==> src/rtl/owbm_pkg.sv <==
// ----------------------------------------------------------------------------
// owbm_pkg
// Shared types and constants of the 1-Wire bus master: command codes,
// register indexes, register reset values and the bus phase encoding.
// ----------------------------------------------------------------------------
package owbm_pkg;

	localparam int TIMER_BITS_DEF = 10;
	localparam int CFG_DATA_W     = 10;
	localparam int CFG_IDX_W      = 3;

	typedef enum logic [1:0] {
		FUNC_NONE  = 2'd0,
		FUNC_RESET = 2'd1,
		FUNC_WRITE = 2'd2,
		FUNC_READ  = 2'd3
	} func_t;

	typedef logic [CFG_IDX_W-1:0]  cfg_idx_t;
	typedef logic [CFG_DATA_W-1:0] cfg_data_t;

	localparam cfg_idx_t CFG_RESET_LOW     = 3'd0;
	localparam cfg_idx_t CFG_PRESENCE_WAIT = 3'd1;
	localparam cfg_idx_t CFG_PRESENCE_HOLD = 3'd2;
	localparam cfg_idx_t CFG_SLOT_HOLD     = 3'd3;
	localparam cfg_idx_t CFG_SLOT_LOW      = 3'd4;
	localparam cfg_idx_t CFG_SAMPLE_DELAY  = 3'd5;
	localparam cfg_idx_t CFG_RECOVERY      = 3'd6;

	localparam logic [9:0] RST_RESET_LOW     = 10'd480;
	localparam logic [9:0] RST_PRESENCE_WAIT = 10'd150;
	localparam logic [9:0] RST_PRESENCE_HOLD = 10'd330;
	localparam logic [7:0] RST_SLOT_HOLD     = 8'd60;
	localparam logic [3:0] RST_SLOT_LOW      = 4'd6;
	localparam logic [3:0] RST_SAMPLE_DELAY  = 4'd0;
	localparam logic [5:0] RST_RECOVERY      = 6'd6;

	localparam logic [2:0] LAST_BIT = 3'd7;

	typedef enum logic [8:0] {
		PH_IDLE        = 9'b000000001,
		PH_RST_LOW     = 9'b000000010,
		PH_RST_WAIT    = 9'b000000100,
		PH_RST_WATCH   = 9'b000001000,
		PH_RST_HOLD    = 9'b000010000,
		PH_SLOT_LOW    = 9'b000100000,
		PH_SLOT_SAMPLE = 9'b001000000,
		PH_SLOT_HOLD   = 9'b010000000,
		PH_SLOT_REC    = 9'b100000000
	} phase_t;

endpackage

==> src/rtl/owbm_req_if.sv <==
// ----------------------------------------------------------------------------
// owbm_req_if
// Request channel: one bus clock of command, byte, line level and tick.
// ----------------------------------------------------------------------------
interface owbm_req_if;
	logic                  valid;
	logic                  ready;
	owbm_pkg::func_t       func;
	logic [7:0]            tx_byte;
	logic                  final_byte;
	logic                  bus_level;
	logic                  us_tick;

	modport source (output valid, func, tx_byte, final_byte, bus_level, us_tick,
		input ready);
	modport sink (input valid, func, tx_byte, final_byte, bus_level, us_tick,
		output ready);
endinterface

==> src/rtl/owbm_rsp_if.sv <==
// ----------------------------------------------------------------------------
// owbm_rsp_if
// Result channel: line drive, busy and completion pulses per request.
// ----------------------------------------------------------------------------
interface owbm_rsp_if;
	logic       valid;
	logic       ready;
	logic       drive_low;
	logic       busy_res;
	logic [7:0] rx_byte;
	logic       byte_done;
	logic       transfer_end;
	logic       reset_done;

	modport source (output valid, drive_low, busy_res, rx_byte, byte_done,
		transfer_end, reset_done, input ready);
	modport sink (input valid, drive_low, busy_res, rx_byte, byte_done,
		transfer_end, reset_done, output ready);
endinterface

==> src/rtl/owbm_cfg_if.sv <==
// ----------------------------------------------------------------------------
// owbm_cfg_if
// Register write channel: register index and write data.
// ----------------------------------------------------------------------------
interface owbm_cfg_if;
	logic                 valid;
	logic                 ready;
	owbm_pkg::cfg_idx_t   index;
	owbm_pkg::cfg_data_t  data;

	modport source (output valid, index, data, input ready);
	modport sink (input valid, index, data, output ready);
endinterface

==> src/rtl/one_wire_bus_master.sv <==
// ----------------------------------------------------------------------------
// one_wire_bus_master
// Single-master 1-Wire bus controller: bus reset, write byte and read byte
// sequences timed by microsecond ticks, one request per clock unless rsp stalls.
// ----------------------------------------------------------------------------
// Result: the result of a request is in the output register from the cycle after
// the request is accepted.
// Throughput: one request per cycle; the output register is refilled in the
// cycle it is taken, so input and output only stall on output backpressure.
// Reset: arst_n clears the phase to idle, counters and shift data to zero and
// loads the timing registers with their defaults; no clearing pass is needed.
module one_wire_bus_master #(
	parameter int TIMER_BITS = owbm_pkg::TIMER_BITS_DEF
) (
	input  logic clk,
	input  logic arst_n,
	owbm_req_if.sink   req,
	owbm_rsp_if.source rsp,
	owbm_cfg_if.sink   cfg
);
	import owbm_pkg::*;

	localparam int CW = (TIMER_BITS > 10) ? TIMER_BITS : 10;
	localparam logic [CW-1:0] CNT_MAX = CW'((64'd1 << TIMER_BITS) - 64'd1);

	// timing registers
	logic [9:0] reset_low_q, presence_wait_q, presence_hold_q;
	logic [7:0] slot_hold_q;
	logic [3:0] slot_low_q, sample_delay_q;
	logic [5:0] recovery_q;

	// sequencer state
	phase_t                phase_q, phase_n;
	logic [TIMER_BITS-1:0] cnt_q, cnt_n, cnt_inc, tgt;
	logic [CW-1:0]         tgt_raw;
	logic [2:0]            bit_q, bit_n;
	logic [7:0]            shift_q, shift_n;
	logic                  is_read_q, is_read_n;
	logic                  last_q, last_n;
	logic                  tmr_done;

	// result register
	logic       rsp_valid_q;
	logic       drive_q, busy_q, done_q, tend_q, rdone_q;
	logic [7:0] rx_q;
	logic       drive_n, done_n, tend_n, rdone_n;
	logic [7:0] rx_n;

	logic in_ready, accept;

	assign in_ready  = !rsp_valid_q || rsp.ready;
	assign accept    = req.valid && in_ready;
	assign req.ready = in_ready;
	assign cfg.ready = 1'b1;

	// target of the current timed phase, clipped to the counter range
	always_comb begin
		case (phase_q)
			PH_RST_LOW:     tgt_raw = CW'(reset_low_q);
			PH_RST_WAIT:    tgt_raw = CW'(presence_wait_q);
			PH_RST_HOLD:    tgt_raw = CW'(presence_hold_q);
			PH_SLOT_LOW:    tgt_raw = CW'(slot_low_q);
			PH_SLOT_SAMPLE: tgt_raw = CW'(sample_delay_q);
			PH_SLOT_HOLD:   tgt_raw = CW'(slot_hold_q);
			PH_SLOT_REC:    tgt_raw = CW'(recovery_q);
			default:        tgt_raw = '0;
		endcase
	end

	assign tgt      = (tgt_raw > CNT_MAX) ? CNT_MAX[TIMER_BITS-1:0] : tgt_raw[TIMER_BITS-1:0];
	assign tmr_done = (cnt_q >= tgt);
	assign cnt_inc  = (req.us_tick && (cnt_q != CNT_MAX[TIMER_BITS-1:0])) ?
		cnt_q + 1'b1 : cnt_q;

	always_comb begin
		phase_n   = phase_q;
		cnt_n     = tmr_done ? '0 : cnt_inc;
		bit_n     = bit_q;
		shift_n   = shift_q;
		is_read_n = is_read_q;
		last_n    = last_q;
		done_n    = 1'b0;
		tend_n    = 1'b0;
		rdone_n   = 1'b0;
		rx_n      = 8'd0;
		case (phase_q)
			PH_IDLE: begin
				cnt_n = '0;
				if (req.func == FUNC_RESET) begin
					phase_n = PH_RST_LOW;
				end else if (req.func == FUNC_WRITE || req.func == FUNC_READ) begin
					is_read_n = (req.func == FUNC_READ);
					shift_n   = (req.func == FUNC_READ) ? 8'd0 : req.tx_byte;
					last_n    = req.final_byte;
					bit_n     = 3'd0;
					phase_n   = PH_SLOT_LOW;
				end
			end
			PH_RST_LOW: begin
				if (tmr_done) phase_n = PH_RST_WAIT;
			end
			PH_RST_WAIT: begin
				if (tmr_done) phase_n = PH_RST_WATCH;
			end
			PH_RST_WATCH: begin
				// wait for the line to come back high, without limit
				cnt_n = '0;
				if (req.bus_level) phase_n = PH_RST_HOLD;
			end
			PH_RST_HOLD: begin
				if (tmr_done) begin
					phase_n = PH_IDLE;
					rdone_n = 1'b1;
				end
			end
			PH_SLOT_LOW: begin
				if (tmr_done) phase_n = is_read_q ? PH_SLOT_SAMPLE : PH_SLOT_HOLD;
			end
			PH_SLOT_SAMPLE: begin
				if (tmr_done) begin
					shift_n = {req.bus_level, shift_q[7:1]};
					phase_n = PH_SLOT_HOLD;
				end
			end
			PH_SLOT_HOLD: begin
				if (tmr_done) phase_n = PH_SLOT_REC;
			end
			PH_SLOT_REC: begin
				if (tmr_done) begin
					// advance to the next bit of a write byte
					if (!is_read_q) shift_n = {1'b0, shift_q[7:1]};
					if (bit_q == LAST_BIT) begin
						bit_n   = 3'd0;
						phase_n = PH_IDLE;
						done_n  = 1'b1;
						tend_n  = last_q;
						rx_n    = is_read_q ? shift_q : 8'd0;
					end else begin
						bit_n   = bit_q + 3'd1;
						phase_n = PH_SLOT_LOW;
					end
				end
			end
			default: begin
				phase_n = PH_IDLE;
				cnt_n   = '0;
			end
		endcase
	end

	assign drive_n = (phase_n == PH_RST_LOW) || (phase_n == PH_SLOT_LOW) ||
		((phase_n == PH_SLOT_HOLD) && !is_read_n && !shift_n[0]);

	always_ff @(posedge clk or negedge arst_n) begin
		if (!arst_n) begin
			reset_low_q     <= RST_RESET_LOW;
			presence_wait_q <= RST_PRESENCE_WAIT;
			presence_hold_q <= RST_PRESENCE_HOLD;
			slot_hold_q     <= RST_SLOT_HOLD;
			slot_low_q      <= RST_SLOT_LOW;
			sample_delay_q  <= RST_SAMPLE_DELAY;
			recovery_q      <= RST_RECOVERY;
		end else if (cfg.valid) begin
			case (cfg.index)
				CFG_RESET_LOW:     reset_low_q     <= cfg.data[9:0];
				CFG_PRESENCE_WAIT: presence_wait_q <= cfg.data[9:0];
				CFG_PRESENCE_HOLD: presence_hold_q <= cfg.data[9:0];
				CFG_SLOT_HOLD:     slot_hold_q     <= cfg.data[7:0];
				CFG_SLOT_LOW:      slot_low_q      <= cfg.data[3:0];
				CFG_SAMPLE_DELAY:  sample_delay_q  <= cfg.data[3:0];
				CFG_RECOVERY:      recovery_q      <= cfg.data[5:0];
				default: ;
			endcase
		end
	end

	always_ff @(posedge clk or negedge arst_n) begin
		if (!arst_n) begin
			phase_q   <= PH_IDLE;
			cnt_q     <= '0;
			bit_q     <= 3'd0;
			shift_q   <= 8'd0;
			is_read_q <= 1'b0;
			last_q    <= 1'b0;
		end else if (accept) begin
			phase_q   <= phase_n;
			cnt_q     <= cnt_n;
			bit_q     <= bit_n;
			shift_q   <= shift_n;
			is_read_q <= is_read_n;
			last_q    <= last_n;
		end
	end

	always_ff @(posedge clk or negedge arst_n) begin
		if (!arst_n) begin
			rsp_valid_q <= 1'b0;
		end else if (in_ready) begin
			rsp_valid_q <= req.valid;
		end
	end

	// hold the result until taken
	always_ff @(posedge clk) begin
		if (accept) begin
			drive_q <= drive_n;
			busy_q  <= (phase_n != PH_IDLE);
			rx_q    <= rx_n;
			done_q  <= done_n;
			tend_q  <= tend_n;
			rdone_q <= rdone_n;
		end
	end

	assign rsp.valid        = rsp_valid_q;
	assign rsp.drive_low    = drive_q;
	assign rsp.busy_res     = busy_q;
	assign rsp.rx_byte      = rx_q;
	assign rsp.byte_done    = done_q;
	assign rsp.transfer_end = tend_q;
	assign rsp.reset_done   = rdone_q;

	a_phase_onehot: assert property (@(posedge clk) disable iff (!arst_n)
		$onehot(phase_q)) else $error("phase register not one-hot");

	a_tend_with_done: assert property (@(posedge clk) disable iff (!arst_n)
		rsp_valid_q && tend_q |-> done_q) else $error("transfer_end without byte_done");

	a_done_exclusive: assert property (@(posedge clk) disable iff (!arst_n)
		rsp_valid_q |-> !(done_q && rdone_q)) else $error("byte and reset done together");

	a_done_not_busy: assert property (@(posedge clk) disable iff (!arst_n)
		rsp_valid_q && (done_q || rdone_q) |-> !busy_q) else $error("busy after completion");

	a_rx_only_done: assert property (@(posedge clk) disable iff (!arst_n)
		rsp_valid_q && (rx_q != 8'd0) |-> done_q) else $error("rx_byte outside byte_done");

endmodule
==> src/flat_wrapper.sv <==
// flat-port wrapper written by rule: the top's interface ports become plain ports
module one_wire_bus_master_flat import owbm_pkg::*;
#(
	parameter int TIMER_BITS = owbm_pkg::TIMER_BITS_DEF
)
  (clk, arst_n, req_valid, req_func, req_tx_byte, req_final_byte, req_bus_level, req_us_tick, req_ready, rsp_valid, rsp_drive_low, rsp_busy_res, rsp_rx_byte, rsp_byte_done, rsp_transfer_end, rsp_reset_done, rsp_ready, cfg_valid, cfg_index, cfg_data, cfg_ready);
  owbm_req_if req_i ();
  owbm_rsp_if rsp_i ();
  owbm_cfg_if cfg_i ();
  input  logic clk;
  input  logic arst_n;
  input wire logic [$bits(req_i.valid)-1:0] req_valid;
  input wire logic [$bits(req_i.func)-1:0] req_func;
  input wire logic [$bits(req_i.tx_byte)-1:0] req_tx_byte;
  input wire logic [$bits(req_i.final_byte)-1:0] req_final_byte;
  input wire logic [$bits(req_i.bus_level)-1:0] req_bus_level;
  input wire logic [$bits(req_i.us_tick)-1:0] req_us_tick;
  output wire logic [$bits(req_i.ready)-1:0] req_ready;
  output wire logic [$bits(rsp_i.valid)-1:0] rsp_valid;
  output wire logic [$bits(rsp_i.drive_low)-1:0] rsp_drive_low;
  output wire logic [$bits(rsp_i.busy_res)-1:0] rsp_busy_res;
  output wire logic [$bits(rsp_i.rx_byte)-1:0] rsp_rx_byte;
  output wire logic [$bits(rsp_i.byte_done)-1:0] rsp_byte_done;
  output wire logic [$bits(rsp_i.transfer_end)-1:0] rsp_transfer_end;
  output wire logic [$bits(rsp_i.reset_done)-1:0] rsp_reset_done;
  input wire logic [$bits(rsp_i.ready)-1:0] rsp_ready;
  input wire logic [$bits(cfg_i.valid)-1:0] cfg_valid;
  input wire logic [$bits(cfg_i.index)-1:0] cfg_index;
  input wire logic [$bits(cfg_i.data)-1:0] cfg_data;
  output wire logic [$bits(cfg_i.ready)-1:0] cfg_ready;
  assign req_i.valid = req_valid;
  assign req_i.func = req_func;
  assign req_i.tx_byte = req_tx_byte;
  assign req_i.final_byte = req_final_byte;
  assign req_i.bus_level = req_bus_level;
  assign req_i.us_tick = req_us_tick;
  assign req_ready = req_i.ready;
  assign rsp_valid = rsp_i.valid;
  assign rsp_drive_low = rsp_i.drive_low;
  assign rsp_busy_res = rsp_i.busy_res;
  assign rsp_rx_byte = rsp_i.rx_byte;
  assign rsp_byte_done = rsp_i.byte_done;
  assign rsp_transfer_end = rsp_i.transfer_end;
  assign rsp_reset_done = rsp_i.reset_done;
  assign rsp_i.ready = rsp_ready;
  assign cfg_i.valid = cfg_valid;
  assign cfg_i.index = cfg_index;
  assign cfg_i.data = cfg_data;
  assign cfg_ready = cfg_i.ready;
  one_wire_bus_master #(.TIMER_BITS(TIMER_BITS)) u_core (.clk(clk), .arst_n(arst_n), .req(req_i), .rsp(rsp_i), .cfg(cfg_i));
endmodule
==> config.mk <==
export PLATFORM = sky130hd
export DESIGN_NAME = one_wire_bus_master_flat
export DESIGN_NICKNAME = d
export VERILOG_FILES = /design/src/rtl/owbm_pkg.sv /design/src/rtl/owbm_req_if.sv /design/src/rtl/owbm_rsp_if.sv /design/src/rtl/owbm_cfg_if.sv /design/src/rtl/one_wire_bus_master.sv /design/src/flat_wrapper.sv
export SDC_FILE = /design/constraint.sdc
export NUM_CORES = 1
export LEC_CHECK = 0
export BUFFER_PORTS_ARGS = -buffer_cell sky130_fd_sc_hd__buf_4
export CAP_MARGIN = 20
export CORE_ASPECT_RATIO = 0.6
export CORE_UTILIZATION = 45
export CTS_CLUSTER_SIZE = 30
export DETAILED_ROUTE_END_ITERATION = 16
export PLACE_DENSITY = 0.66
export SKIP_CTS_REPAIR_TIMING = 1
export SLEW_MARGIN = 20
export SYNTH_ARGS = -nofsm -noshare
export SYNTH_HDL_FRONTEND = slang
export SYNTH_SLANG_ARGS = --single-unit
==> constraint.sdc <==
create_clock -name clk -period 3.85 [get_ports clk]
set_input_delay 0.77 -clock clk [delete_from_list [all_inputs] [get_ports clk]]
set_output_delay 0.77 -clock clk [all_outputs]
set_load 0.01 [all_outputs]
## Word level (Yosys, flattened, before mapping)

Cells that the tools add are included.

| storage, ports and cells | value |
|---|---|
| logic and storage cells | 120 |
| output and inout bits | 16 |
| input port bits | 31 |
| bits in registers | 98 |

| operators by class | value |
|---|---|
| reductions and logical operators | 29 |
| bitwise gates (word level) | 1 |
| muxes and demuxes | 35 |
| add/subtract/negate cells | 2 |
| $lt $le $gt $ge | 2 |
| equal/unequal tests | 30 |

Operators by type and width:

| cell | number |
|---|---|
| $mux W9 | 10 |
| $pmux W9 S9 | 1 |
| $pmux W10 S7 | 1 |
| $mux W8 | 7 |
| $mux W10 | 4 |
| $pmux W8 S3 | 1 |
| $eq A9 B2 Y1 const B | 2 |
| $eq A9 B6 Y1 const B | 2 |
| $eq A9 B8 Y1 const B | 2 |
| $reduce_and A2 Y1 | 9 |
| $eq A3 B3 Y1 const B | 4 |
| $mux W3 | 4 |
| $add A10 B1 Y10 const B | 1 |
| $ge A10 B10 Y1 | 1 |
| $gt A10 B10 Y1 const B | 1 |
| $ne A10 B10 Y1 const B | 1 |
| $eq A9 B1 Y1 const B | 1 |
| $eq A9 B3 Y1 const B | 1 |
| $eq A9 B4 Y1 const B | 1 |
| $eq A9 B5 Y1 const B | 1 |
| $eq A9 B7 Y1 const B | 1 |
| $eq A9 B9 Y1 const B | 1 |
| $ne A9 B1 Y1 const B | 1 |
| $reduce_and A4 Y1 | 2 |
| 22 further kinds | 39 |

## Depth between registers and ports, before layout

| logic depth | value |
|---|---|
| depth in word-level cells | 11 |
| depth in mapped cells | 17 |
| depth with buffers taken out | 14 |

## Least setup slack after synthesis

No wires, ideal clock.

| timing | value |
|---|---|
| kind | register -> register |
| from | register u_core.phase_q[0] |
| to | register u_core.rx_q[0] (netlist: u_core.rsp.rx_byte[0]) (data pin) |
| cell stages (with the launch flop) | 18 |
| setup slack | 44 ps |
| buffers on the path | 4 |
| period minus slack after synthesis | 3806 ps |
| library setup time | 255 ps |
| data required time | 3595 ps |
| arrival time | 3551 ps |
| path through | dfstp_2 > buf_2 > nor4_2 > nand2_1 > nor4b_1 > buf_2 > nand2_1 > nand2_1 > a21oi_1 > ha_1 > a211oi_2 > nor2_1 > or3_4 > or2_0 > buf_6 > and3_2 > clkbuf_1 > and3_1 |

| on the way | value |
|---|---|
| word-level cells in the longest chain between the ends | 6 |
| elaborated cells between the ends (all ways) | 12 |
| classes of those cells | 2 x order compare; 7 x eq/ne; 2 x mux; 1 x reduce/logical |

RTL lines:

| what | RTL line | RTL |
|---|---|---|
| start: declaration | one_wire_bus_master.sv:33 | `phase_t phase_q, phase_n;` |
| start signal: assignment | one_wire_bus_master.sv:186 | `phase_q <= phase_n;` |
| $eq A9 B9 Y1, or another cell as far along | one_wire_bus_master.sv:58, one_wire_bus_master.sv:86 |  |
| $pmux W10 S7 | one_wire_bus_master.sv:58 | `case (phase_q)` |
| $gt A10 B10 Y1 | one_wire_bus_master.sv:70 | `assign tgt = (tgt_raw > CNT_MAX) ? CNT_MAX[TIMER_BITS-1:0] : tgt_raw[TIMER_BITS-1:0];` |
| $mux W10 | one_wire_bus_master.sv:70 |  |
| $ge A10 B10 Y1 | one_wire_bus_master.sv:71 | `assign tmr_done = (cnt_q >= tgt);` |
| $reduce_and A4 Y1 (no source line) (*) | - |  |
| end signal: assignment | one_wire_bus_master.sv:208 | `rx_q <= rx_n;` |
| end: declaration | one_wire_bus_master.sv:45 | `logic [7:0] rx_q;` |

Every way passes the cells marked *; elsewhere a longest branch is shown, timed or not.
A chain may end at the register's enable or synchronous reset.

## Worst setup path in the final report

| timing | value |
|---|---|
| from | register u_core.phase_q[3] |
| to | register u_core.phase_q[0] |

| on the way | value |
|---|---|
| word-level cells in the longest chain between the ends | 7 |
| elaborated cells between the ends (all ways) | 21 |
| classes of those cells | 2 x order compare; 9 x eq/ne; 10 x mux |

RTL lines:

| what | RTL line | RTL |
|---|---|---|
| $eq A9 B9 Y1, or another cell as far along | one_wire_bus_master.sv:58, one_wire_bus_master.sv:86 |  |
| $pmux W10 S7 | one_wire_bus_master.sv:58 |  |
| $gt A10 B10 Y1 | one_wire_bus_master.sv:70 |  |
| $mux W10 | one_wire_bus_master.sv:70 |  |
| $ge A10 B10 Y1 | one_wire_bus_master.sv:71 |  |
| $mux W9, or another cell as far along | one_wire_bus_master.sv:129 | `if (tmr_done) begin` |
| $pmux W9 S9 (*) | one_wire_bus_master.sv:86 | `case (phase_q)` |

Marks and branches as above.

==> flow_metrics.tcl <==
set metrics [dict create \
    critPathRequiredTime_ns 4.12 \
    dp_cells 628 \
    syn_area_um2 4956 \
    clock_power_share 0.253 \
    synth_warnings 0 \
    leakagePower_nw 2.631 \
    cts-root-buf "clkbuf_16" \
    final_hold_viol_count 0 \
    ioPinCount 47 \
    drtIter0Drc 304 \
    syn_nets 472 \
    die_y_um 83.29 \
    detail_route.wl_per_cell_um 19.49 \
    grt_pass1_vias 3769 \
    yosys-top-cells-area "dfrtp_1, mux2_2, dfstp_2" \
    fin_area_um2 6015 \
    power.switching_mw 1.167 \
    crit_top_cell "a21oi_1" \
    status "completed" \
    rows 29 \
    final_nets 544 \
    nFillCells 912 \
    crit_slowest_cell "dfrtp_1" \
    tns_ns 0 \
    synth_area_leader_cell "dfrtp_1" \
    instances_no_fill 643 \
    dp_hpwl_mm 9.222 \
    yosysTopAreaCellShare 0.3232 \
    die_w_um 137.5 \
    numPortBuffers 45 \
    area_growth_pct 21.36 \
    clock_latency_ns 0.35 \
    power_frac_comb 0.332 \
    fin_ws_ns 0.1090 \
    synth_seq_cells 98 \
    powerDensity_nw_per_um2 583.0 \
    drc_errors 0 \
    viasPerCell 5.905 \
    synth_cell_types 64 \
    fin_util 0.5657 \
    setup_viol 0 \
    start_kind "register" \
    holdCritPathClass "reg -> reg" \
    cts_tree "done" \
    routed_wl_mm 12.53 \
    syn_inst 428 \
    vias 3797 \
    drive_gt1_frac 0.4087 \
    clock_sink_count 98 \
    total_power_mw 3.507 \
    max_freq_mhz 267.3 \
    multi_input_area_um2 2364 \
    synth_commonest_cells "dfrtp_1, mux2_2, nand2_1" \
    arrival_ns 4.01 \
    fin_skew_ns 0.006628 \
    yosysMostFrequentCell "dfrtp_1" \
    maxSlewHeadroom 0.2951 \
    dieArea_um2 11450 \
    drv_cap 0 \
    ant_nets 0 \
    start_util 0.4662 \
    yosysSeqAreaShare 0.5133 \
    first_pass_iters 5 \
    grt_overflow 0 \
    synth_edf_count 13 \
    fin_crit_sh 0.9717 \
    slew_viol_final 0 \
    grt_max_degree 70 \
    crit_fanout 10 \
    synth_area_per_cell_um2 11.58 \
    p_seq_frac 0.416 \
    dpl_cell_area_um2 5642 \
    clock_path_buffers 2 \
    hold-worst-slack_ns 0.4981 \
    async_flop_share 0.8673 \
    antenna_found_initial 0 \
    vdd_drop_max_uv 309.9 \
    period_minus_slack_ns 3.741 \
    clkTransAtPathRegs_ns 0.07 \
    cp-end-kind "register" \
    gp_congestion 1.002 \
    synth_ff_type "dfrtp_1" \
    crit_chain "nor4_4, nand2_2, nor4b_4, buf_6, a32oi_1, nand2_1, a21oi_1, ha_1, a21oi_1, a211oi_2, or3_4, or2_4, buf_4, o22a_2, o32a_1" \
    dp_worst_setup_slack_ns -0.1126 \
    ctsHtreeMaxLevel 3 \
    cp_slowest_stage_delay_ns 0.41 \
    core_um2 10630 \
    tightestPinTransition_ns 1.052 \
    crit_type "reg -> reg" \
    antenna_cells 0 \
    cts_made_buffers 9 \
    grt_pass1_wl_mm 20.36 \
    power.internal_mw 2.340 \
    p_sw_frac 0.3327 \
    ff_latch_area_um2 2544 \
    grt.total_usage 0.2372 \
]
==> power groups by stage <==
stage                     Sequential [mW]  Combinational, mW  Clock, mW
after CTS                            1.45               1.09      0.901
after floorplan                      1.41              0.674          0
after global routing                 1.48               1.27      0.937
final                                1.46               1.16      0.886
after global placement               1.46               1.08          0
after detailed placement             1.47               1.08          0
==> path summary, 6_finish.rpt <==
path | end | startpoint | slack [ns] | cells after the start
setup / recovery | u_core.phase_q[0] | u_core.phase_q[3] | 0.11 | 15
hold / removal | u_core.last_q | u_core.last_q | 0.50 | 1
setup reg to reg | u_core.phase_q[0] | u_core.phase_q[3] | 0.11 | 15
hold reg to reg | u_core.last_q | u_core.last_q | 0.50 | 1
max in group asynchronous | u_core.reset_low_q[6] | arst_n | 2.53 | 2
min in group asynchronous | u_core.shift_q[5] | arst_n | 0.54 | 1
==> placed cells by master (no fill, tap or decap), types with 6 or more instances in the layout <==
cell type	Yosys	layout
nand2_1	36	35
a22oi_1	6	6
edfxtp_1	13	13
nor3_1	8	7
and3_1	14	11
ha_1	13	13
mux2_2	59	59
a21oi_1	17	17
dfstp_2	21	21
clkbuf_16	0	10
a222oi_1	7	7
inv_1	6	6
nand2b_1	8	7
a22o_1	12	12
o21ai_0	13	13
nand3_1	13	13
nor2_1	22	22
buf_4	2	80
dfrtp_1	64	64
xor2_1	8	8
==> flip-flops by register name, indices dropped and copies added, names as in the netlist <==
| register | count |
|---|---|
| u_core.rsp.rx_byte | 8 |
| u_core.rsp.transfer_end | 1 |
| u_core.presence_wait_q | 10 |
| u_core.slot_low_q | 4 |
| u_core.recovery_q | 6 |
| u_core.shift_q | 8 |
| u_core.sample_delay_q | 4 |
| u_core.slot_hold_q | 8 |
| u_core.phase_q | 9 |
| u_core.rsp.valid | 1 |
| u_core.rsp.byte_done | 1 |
| u_core.is_read_q | 1 |
| u_core.last_q | 1 |
| u_core.rsp.busy_res | 1 |
| u_core.reset_low_q | 10 |
| u_core.bit_q | 3 |
| u_core.presence_hold_q | 10 |
| u_core.rsp.drive_low | 1 |
| u_core.rsp.reset_done | 1 |
| u_core.cnt_q | 10 |
==> layout make-up <==
| class | count | area share |
|---|---|---|
| Clock buffer | 11 | 0.04389 |
| Clock inverter | 4 | 0.005201 |
| Inverter | 7 | 0.004369 |
| Multi-Input combinational cell | 303 | 0.3930 |
| Sequential cell | 98 | 0.4229 |
| Tap cell | 139 | 0.02892 |
| Timing Repair Buffer | 81 | 0.1017 |
==> worst max-delay path, delay by kind of cell, from the launching register on <==
kind / cells / cell delay, ns
simple gates: 6 / 1.51
compound gates: 6 / 1.02
fa+ha+maj: 1 / 0.34
buf+inv: 2 / 0.37
flops: 1 / 0.41
==> logic make-up after synthesis <==
kind of cell / Yosys count / share of synthesized area
buffers and inverters: 27 / 0.02600
AOI/OAI and AO/OA: 82 / 0.1207
DFF: 98 / 0.5133
adders and majority gates: 13 / 0.03282
and+or+nand+nor: 136 / 0.1495
muxes: 62 / 0.1411
xor gates and xnor gates: 9 / 0.01591
other: 1 / 0.0007567
==> layer usage <==
layer / vias up / track usage / wire length [um] / share of wire
li1: 1741 / - / - / -
met1: 1935 / 0.3781 / 6413 / 0.51
met2: 110 / 0.3207 / 5293 / 0.42
met3: 11 / 0.05739 / 730 / 0.058
met4: 0 / 0.04595 / 92 / 0.0073
met5: - / 0 / 0 / 0
No activity file was read; power rests on OpenSTA's default activity.
